===== config.mk =====
export PLATFORM = sky130hd
export DESIGN_NAME = brs_div
export DESIGN_NICKNAME = d
export VERILOG_FILES = /design/src/rtl/brs_pkg.sv /design/src/rtl/brs_div.sv
export VERILOG_INCLUDE_DIRS = /design/src /design/src/rtl
export SDC_FILE = /design/constraint.sdc
export NUM_CORES = 1
export LEC_CHECK = 0
export ABC_AREA = 1
export BUFFER_PORTS_ARGS = -buffer_cell sky130_fd_sc_hd__buf_2
export CAP_MARGIN = 30
export CORE_MARGIN = 2
export CORE_UTILIZATION = 60
export DETAILED_ROUTE_END_ITERATION = 6
export GPL_TIMING_DRIVEN = 0
export PLACE_DENSITY = 0.86
export SYNTH_ARGS = -nofsm -noshare
export SYNTH_HDL_FRONTEND = slang
export SYNTH_SLANG_ARGS = --single-unit

===== constraint.sdc =====
create_clock -name clk -period 7.18 [get_ports clk]
set_clock_uncertainty 0.2 [all_clocks]
set_input_delay 0.718 -clock clk [delete_from_list [all_inputs] [get_ports clk]]
set_output_delay 0.718 -clock clk [all_outputs]
set_load 0.01 [all_outputs]

===== src/rtl/bilinear_resize_short_side_macros.svh =====
// Assertion helpers shared by the divider and the top-level RTL files.
`ifndef BILINEAR_RESIZE_SHORT_SIDE_MACROS_SVH
`define BILINEAR_RESIZE_SHORT_SIDE_MACROS_SVH

// Same-cycle implication.
`define BRS_ASSERT_IMP(lbl, clk, rstn, ante, cons, msg) \
	lbl: assert property (@(posedge clk) disable iff (!rstn) (ante) |-> (cons)) else $error(msg);

// Next-cycle implication.
`define BRS_ASSERT_NEXT(lbl, clk, rstn, ante, cons, msg) \
	lbl: assert property (@(posedge clk) disable iff (!rstn) (ante) |=> (cons)) else $error(msg);

`endif


===== src/rtl/brs_pkg.sv =====
package brs_pkg;

	localparam int CFG_W      = 9;
	localparam int NC_W       = 2;
	localparam int COORD_W    = 15;
	localparam int SAMPLE_W   = 16;
	localparam int FRAC_W     = 16;
	localparam int QUO_W      = 25;
	localparam int DIVIDEND_W = 40;
	localparam int DIVISOR_W  = 15;

	localparam logic [COORD_W-1:0] LIMIT15 = 15'h7fff;

	localparam logic OP_LOAD  = 1'b0;
	localparam logic OP_QUERY = 1'b1;

	localparam logic [1:0] REG_SRC_HEIGHT   = 2'd0;
	localparam logic [1:0] REG_SRC_WIDTH    = 2'd1;
	localparam logic [1:0] REG_NUM_CHANNELS = 2'd2;
	localparam logic [1:0] REG_SHORT_SIDE   = 2'd3;

endpackage


===== src/rtl/brs_div.sv =====
// Restoring divider, one quotient bit per cycle. Caller guarantees
// dividend < divisor * 2**QUO_W.
module brs_div
	import brs_pkg::*;
(
	input  logic                  clk,
	input  logic                  arst_n,
	input  logic                  start,
	input  logic [DIVIDEND_W-1:0] dividend,
	input  logic [DIVISOR_W-1:0]  divisor,
	output logic                  done,
	output logic [QUO_W-1:0]      quotient
);
`include "bilinear_resize_short_side_macros.svh"

	localparam int CNT_W = $clog2(QUO_W);

	logic                 busy_q;
	logic                 done_q;
	logic [CNT_W-1:0]     cnt_q;
	logic [DIVISOR_W-1:0] rem_q;
	logic [QUO_W-1:0]     dvd_q;
	logic [DIVISOR_W-1:0] den_q;
	logic [QUO_W-1:0]     quo_q;

	logic [DIVISOR_W:0] trial;
	logic               ge;

	assign trial = {rem_q, dvd_q[QUO_W-1]};
	assign ge    = trial >= {1'b0, den_q};

	always_ff @(posedge clk or negedge arst_n) begin
		if (!arst_n) begin
			busy_q <= 1'b0;
			done_q <= 1'b0;
			cnt_q  <= '0;
		end else begin
			// done pulses for one cycle after the last step
			done_q <= !start && busy_q && (cnt_q == CNT_W'(QUO_W - 1));
			if (start) begin
				busy_q <= 1'b1;
				cnt_q  <= '0;
			end else if (busy_q) begin
				if (cnt_q == CNT_W'(QUO_W - 1)) begin
					busy_q <= 1'b0;
				end
				cnt_q <= cnt_q + 1'b1;
			end
		end
	end

	always_ff @(posedge clk) begin
		if (start) begin
			rem_q <= dividend[DIVIDEND_W-1:QUO_W];
			dvd_q <= dividend[QUO_W-1:0];
			den_q <= divisor;
		end else if (busy_q) begin
			rem_q <= ge ? DIVISOR_W'(trial - {1'b0, den_q}) : trial[DIVISOR_W-1:0];
			dvd_q <= {dvd_q[QUO_W-2:0], 1'b0};
			quo_q <= {quo_q[QUO_W-2:0], ge};
		end
	end

	assign done     = done_q;
	assign quotient = quo_q;

	`BRS_ASSERT_IMP(a_start_idle, clk, arst_n, start, !busy_q, "divider started while busy")
	`BRS_ASSERT_IMP(a_cnt_bound, clk, arst_n, busy_q, cnt_q <= CNT_W'(QUO_W - 1), "step count overrun")
	`BRS_ASSERT_NEXT(a_done_idle, clk, arst_n, done_q, !done_q, "done held more than one cycle")

endmodule


==> results of run 1 <==
[through the flow]
step	cells	utilization [%]	total power [W]	setup slack, ps
finish	694	72.68	0.001742	4523
floorplan	494	-	0.001186	4514
global route	694	72.68	0.001867	4393
CTS	694	72.68	0.001733	4555
global placement	676	69.23	0.001325	3863
detailed placement	677	69.47	0.001349	4284
[kinds of logic after synthesis]
group | Yosys count | share of synthesized area [%]
AND/OR/NAND/NOR | 289 | 27.30
flip-flops | 87 | 57.51
XOR/XNOR | 6 | 1.173
buffers and inverters | 84 | 7.454
adder cells (fa/ha/maj) | 18 | 5.193
AO/OA/AOI/OAI | 10 | 1.368
[where the power goes]
part / internal (W) / switching, W
logic: 0.000252 / 0.000423
registers: 0.000646 / 0.0000388
clock network: 0.000199 / 0.000182
total: 0.00110 / 0.000644
[flip-flops by register name, indices dropped and copies added (netlist names)]
name	flops
busy_q	1
cnt_q	5
den_q	15
done	1
dvd_q	25
quotient	25
rem_q	15
[layout by cell type, fill, tap and decap left out]
cell type	count
inv_8	1
edfxtp_1	80
nor2_1	16
o21ai_0	2
bufinv_16	2
dlygate4sd3_1	1
inv_1	71
nor3_1	5
dfrtp_1	7
nand3_1	41
nor2_2	1
buf_8	1
xnor2_1	3
clkbuf_1	7
nor3b_2	1
clkinvlp_4	2
inv_2	1
nor4_1	1
buf_6	2
a21oi_4	1
buf_1	1
fa_1	1
a21oi_1	7
clkinv_4	1
nor3b_1	1
xor2_1	3
clkbuf_8	9
nor2_4	1
ha_1	17
nand3b_1	9
and2_1	1
nand4_1	4
nand2_2	2
nand2_1	205
nand2_4	1
buf_2	86
[worst paths after layout]
check | endpoint | cells after the start
max | rem_q[4] | 14
min | quotient[3] | 0
max reg2reg | rem_q[4] | 14
min reg2reg | quotient[3] | 0
max in group asynchronous | cnt_q[4] | 2
min in group asynchronous | cnt_q[2] | 2
[worst reg2reg max path, delay by kind of cell (launching register included)]
| family | cells | cell delay (ps) |
|---|---|---|
| adders and majority gates | 2 | 670 |
| buffers and inverters | 3 | 340 |
| and+or+nand+nor | 9 | 850 |
| DFF | 1 | 350 |
[area by class of cell]
class | instances | share of cell area (%)
plain buffers | 12 | 1.211
clock buffers | 10 | 2.421
clock inverters | 6 | 1.804
inverters | 72 | 5.127
multi-input cells | 323 | 29.84
flip-flops and latches | 87 | 48.90
well taps | 99 | 2.350
repair buffers | 85 | 8.355
[metal layers]
layer / up-vias / part of all wire (%) / track usage, %
met4: 0 / 3.2 / 11.03
met1: 1715 / 41 / 32.61
met5: - / 0 / 0
met2: 143 / 49 / 42.92
li1: 1777 / - / -
met3: 31 / 6.7 / 6.678
[what timing repair did]
| action | in CTS | in global routing |
|---|---|---|
| endpoints found under the hold margin | 7 | 0 |
| hold buffers | 1 | 0 |
| setup endpoints to repair | 0 | 0 |
==> metrics.txt, run 1 <==
worst path bufs/invs=3; IO Count=84; clock sink count=87; first-pass iteration count of the detailed router=5; WL/cell=14.30 um; syn avg cell area=9.072 um^2; Setup Buffers After CTS=0; clk buf depth=2; Synth area leaders=edfxtp_1 (54%), nand2_1 (17%), inv_1 (6.0%), ha_1 (4.7%), nand3_1 (4.6%); die area=8177 um^2; initial DRC count=382; status=complete, no violations; H-Tree Depth=3; initial antenna violation count=0; vias per inst=5.282; Yosys top cell area share=53.60%; GR Util All Layers=25.95%; Crit-path slowest cell=fa_1; Unique masters post-synth=27; critical path's most frequent cell=nand2_1; Fmax achieved=376.4 MHz; crit path DAT=2570 ps; Max-Cap Viols=0; top-count cell post-synth=nand2_1; Post-Syn Nets=570; first-pass GRT wire length=16.69 mm; standard-cell row count=31; post-route minimum period=2657 ps; GRT overflow=0; Starting Density=61.79%; Critical Path Fanout Max=10; WL final=9.926 mm; type of the worst setup path=flip-flop to flip-flop; Clk Latency, worst-skew pair=360 ps; post-CTS sizing=0; vias in the first global route=3618; RePlAce Congestion=0.9234; Die X=90.43 um; sequential share of the synthesized area=57.51%; DR vias=3666; Multi-input gate area=1573 um^2; CTS tree=built; Required @ worst endpoint=7090 ps; critical path, cell by cell=inv_1 > ha_1 > fa_1 > inv_1 > nand2_1 > nand2_1 > nand3_1 > nand3_1 > nand2_2 > nand2_4 > buf_6 > nand2_1 > nand3_1 > nand2_1; Cell Pwr Density=330.5 nW/um^2; FF-to-FF setup slack=4520 ps; largest net degree at the start of global routing=43; dpl hpwl=7.231 mm; setup tns final=0 ps; crit-path leading delay family=simple AND/OR/NAND/NOR gates; #FFs+latches synth=87; Layout area overhead=17.62%; share of layout cells above drive strength 1=18.82%; clock slew at reported path FFs=90 ps; worst hold slack=249.6 ps; DRC Markers=0; Hold Violations, Final=0; Async SR Flop Fraction=8.046%; setup repair after global routing missed its margin=no; Final ANT Viol Nets=0; Port-buffer cells=83; Mapped Area=4482 um^2; nets@finish=666; CTS Buf Count=9; placed inst area=5039 um^2; CP startpoint=dvd_q[24]; max-slew violations=0; Seq. cell area=2577 um^2; crit path capture type=flip-flop; Slew HR=42.00%; Worst VDD drop=0.0001791 V; Finished Cell Area=5271 um^2; Final setup viols=0; total of fill cells in the finished design=547; Synth Warn #=0; largest area contributor in the netlist=edfxtp_1; Ant. Diodes=0; Worst-Margin Slew=868.7 ps; Startpoint Class=flip-flop; Post-Syn Instances=494; max incr delay on CP=430 ps; leakage power=2.669 nW; worst hold path class=flip-flop to flip-flop; synth cell count leaders=nand2_1 (205), edfxtp_1 (80), inv_1 (72), nand3_1 (41); number of flops mapped to enable cells by yosys=80; fin crit share=37.00%; Die Y=90.43 um; worst hold start=quotient[2]; Root Driver=clkbuf_8; worst r2r src=dvd_q[24]; core area=7253 um^2; ys flop type=edfxtp_1
No activity file was read; power rests on OpenSTA's default activity.
==> run 2, diff against run 1 <==
CORE_UTILIZATION = 56   (was 60)
PLACE_DENSITY = 0.81   (was 0.86)
clock period = 2.52 ns   (was 7.18 ns; I/O delays follow)
==> metrics.txt, run 2 (same netlist as run 1, synthesis figures left out) <==
critical path, cell by cell=ha_4 > fa_2 > inv_2 > nand2_2 > nand2_2 > nand3_2 > nand3_2 > nand2_4 > nand2_8 > buf_8 > nand2_1 > nand3_1 > nand2_1 (was inv_1 > ha_1 > fa_1 > inv_1 > nand2_1 > nand2_1 > nand3_1 > nand3_1 > nand2_2 > nand2_4 > buf_6 > nand2_1 > nand3_1 > nand2_1); Clk Latency, worst-skew pair=380 ps (was 360 ps); RePlAce Congestion=0.8853 (was 0.9234); Fmax achieved=395.6 MHz (was 376.4 MHz); Util after Layout=77.66% (was 72.68%); largest net degree at the start of global routing=43 (unchanged); core area=7727 um^2 (was 7253 um^2); max incr delay on CP=430 ps (about the same); Seq. cell area=2577 um^2 (unchanged); leakage power=3.000 nW (was 2.669 nW); Die Y=93.46 um (was 90.43 um); Cell Pwr Density=916.3 nW/um^2 (was 330.5 nW/um^2); post-route minimum period=2528 ps (was 2657 ps); DR vias=4250 (was 3666); Hold Violations, Final=0 (unchanged); worst path bufs/invs=2 (was 3); vias per inst=5.563 (was 5.282); status=complete, but fails checks (was complete, no violations); Worst VDD drop=0.0005295 V (was 0.0001791 V); setup tns final=-7.795 ps (was 0 ps); Max-Cap Viols=0 (unchanged); Starting Density=58.00% (was 61.79%); die area=8735 um^2 (was 8177 um^2); crit-path leading delay family=simple AND/OR/NAND/NOR gates (unchanged); worst hold path class=primary input to async pin (was flip-flop to flip-flop); clock slew at reported path FFs=100 ps (was 90 ps); Root Driver=clkbuf_8 (unchanged); first-pass iteration count of the detailed router=6 (was 5); Total Power=0.005498 W (was 0.001742 W); Final setup viols=1 (was 0); clock sink count=87 (unchanged); standard-cell row count=32 (was 31); WL final=13.59 mm (was 9.926 mm); H-Tree Depth=3 (unchanged); failing checks=negative setup slack; Slew HR=41.77% (was 42.00%); vias in the first global route=3980 (was 3618); CTS tree=built (unchanged); commonest non-fill, non-tap cells in the layout=nand2_1 (203), buf_2 (86), edfxtp_1 (80) (was nand2_1 (205), buf_2 (86), edfxtp_1 (80)); Worst-Margin Slew=872.2 ps (was 868.7 ps); crit path capture type=flip-flop (unchanged); dpl hpwl=7.301 mm (was 7.231 mm); most common cell after layout, fill and taps aside=nand2_1 (unchanged); max-slew violations=0 (unchanged); Crit-path slowest cell=edfxtp_1 (was fa_1); worst hold slack=29.81 ps (was 249.6 ps); GRT overflow=0 (unchanged); first-pass GRT wire length=19.21 mm (was 16.69 mm); Final ANT Viol Nets=0 (unchanged); min setup slack post-route=-7.795 ps (was 4523 ps); WL/cell=17.79 um (was 14.30 um); Port-buffer cells=83 (unchanged); type of the worst setup path=flip-flop to flip-flop (unchanged); Multi-input gate area=1622 um^2 (was 1573 um^2); Finished Layout Cells=764 (was 694); fin crit share=100.3% (was 37.00%); Required @ worst endpoint=2470 ps (was 7090 ps); initial DRC count=484 (was 382); Ant. Diodes=0 (unchanged); crit path DAT=2480 ps (was 2570 ps); Placed Instances=680 (was 677); clk buf depth=2 (unchanged); nets@finish=733 (was 666); GR Util All Layers=29.42% (was 25.95%); initial antenna violation count=0 (unchanged); Startpoint Class=flip-flop (unchanged); DRC Markers=0 (unchanged); Critical Path Fanout Max=8 (was 10); share of layout cells above drive strength 1=20.09% (was 18.82%); CTS Buf Count=9 (unchanged); total of fill cells in the finished design=468 (was 547); Layout area overhead=33.89% (was 17.62%); Die X=93.46 um (was 90.43 um); IO Count=84 (unchanged)
## run 2: cell types whose count changed in the layout (fill, tap and decap cells not counted), sizes merged
cell	previous run	this run
clkinvlp	2	0
buf	90	102
dlygate4sd3	1	55
inv	73	75
clkbuf	16	17
## run 2: metal layers
layer / GRT usage (%) / wire length, um / part of all wire (%)
met4: 11.03 / 579 / 4.3
met1: 34.13 / 4842 / 36
met5: 0 / 0 / 0
met3: 6.688 / 1176 / 8.7
met2: 52.88 / 6995 / 51
## run 2: power breakdown
part | internal [W] | total [W] | switching [W]
registers | 0.00184 | 0.00197 | 0.000125
clock network | 0.000578 | 0.00114 | 0.000564
logic | 0.000948 | 0.00239 | 0.00144
total | 0.00337 | 0.00550 | 0.00213
## run 2: worst paths after layout
check	startpoint	endpoint	slack (ps)	depth (start not counted)
min in group clk	dividend[33]	rem_q[8]	60	3
max	den_q[0]	rem_q[0]	-8	13
min reg2reg	quotient[2]	quotient[3]	260	0
max in group asynchronous	arst_n	busy_q	1920	2
max reg2reg	den_q[0]	rem_q[0]	-8	13
min	arst_n	cnt_q[0]	30	2
## run 2: what timing repair did
item                                    CTS  global route
endpoints found under the hold margin    61             0
hold buffers                             55             0
setup buffers                             0            12
resized for setup                         3             9
pin swaps                                 0             6
endpoints found under the setup margin   12            15
gates cloned                              0             1
## run 2: final cells by class
type                    count  area share, %
flip-flops and latches     87          42.95
well taps                 102          2.127
clock buffers              10          2.127
plain buffers              12          1.126
repair buffers            152          18.47
inverters                  72          4.504
clock inverters             6          1.668
multi-input cells         323          27.02
## run 2: through the flow
stage	setup slack [ps]	cell area (um^2)
after floorplan	274.9	4482
after global placement	-355.3	5025
after detailed placement	-33.89	5055
after CTS	11.15	5846
after global routing	-88.62	6001
final	-7.795	6001
## run 2: worst register-to-register path, stage by stage (launching register included)
cell      delay, ps
edfxtp_1        430
ha_4            200
fa_2            400
inv_2            90
nand2_2          60
nand2_2          90
nand3_2          90
nand3_2         120
nand2_4         100
nand2_8         130
buf_8           130
nand2_1          90
nand3_1         100
nand2_1          70
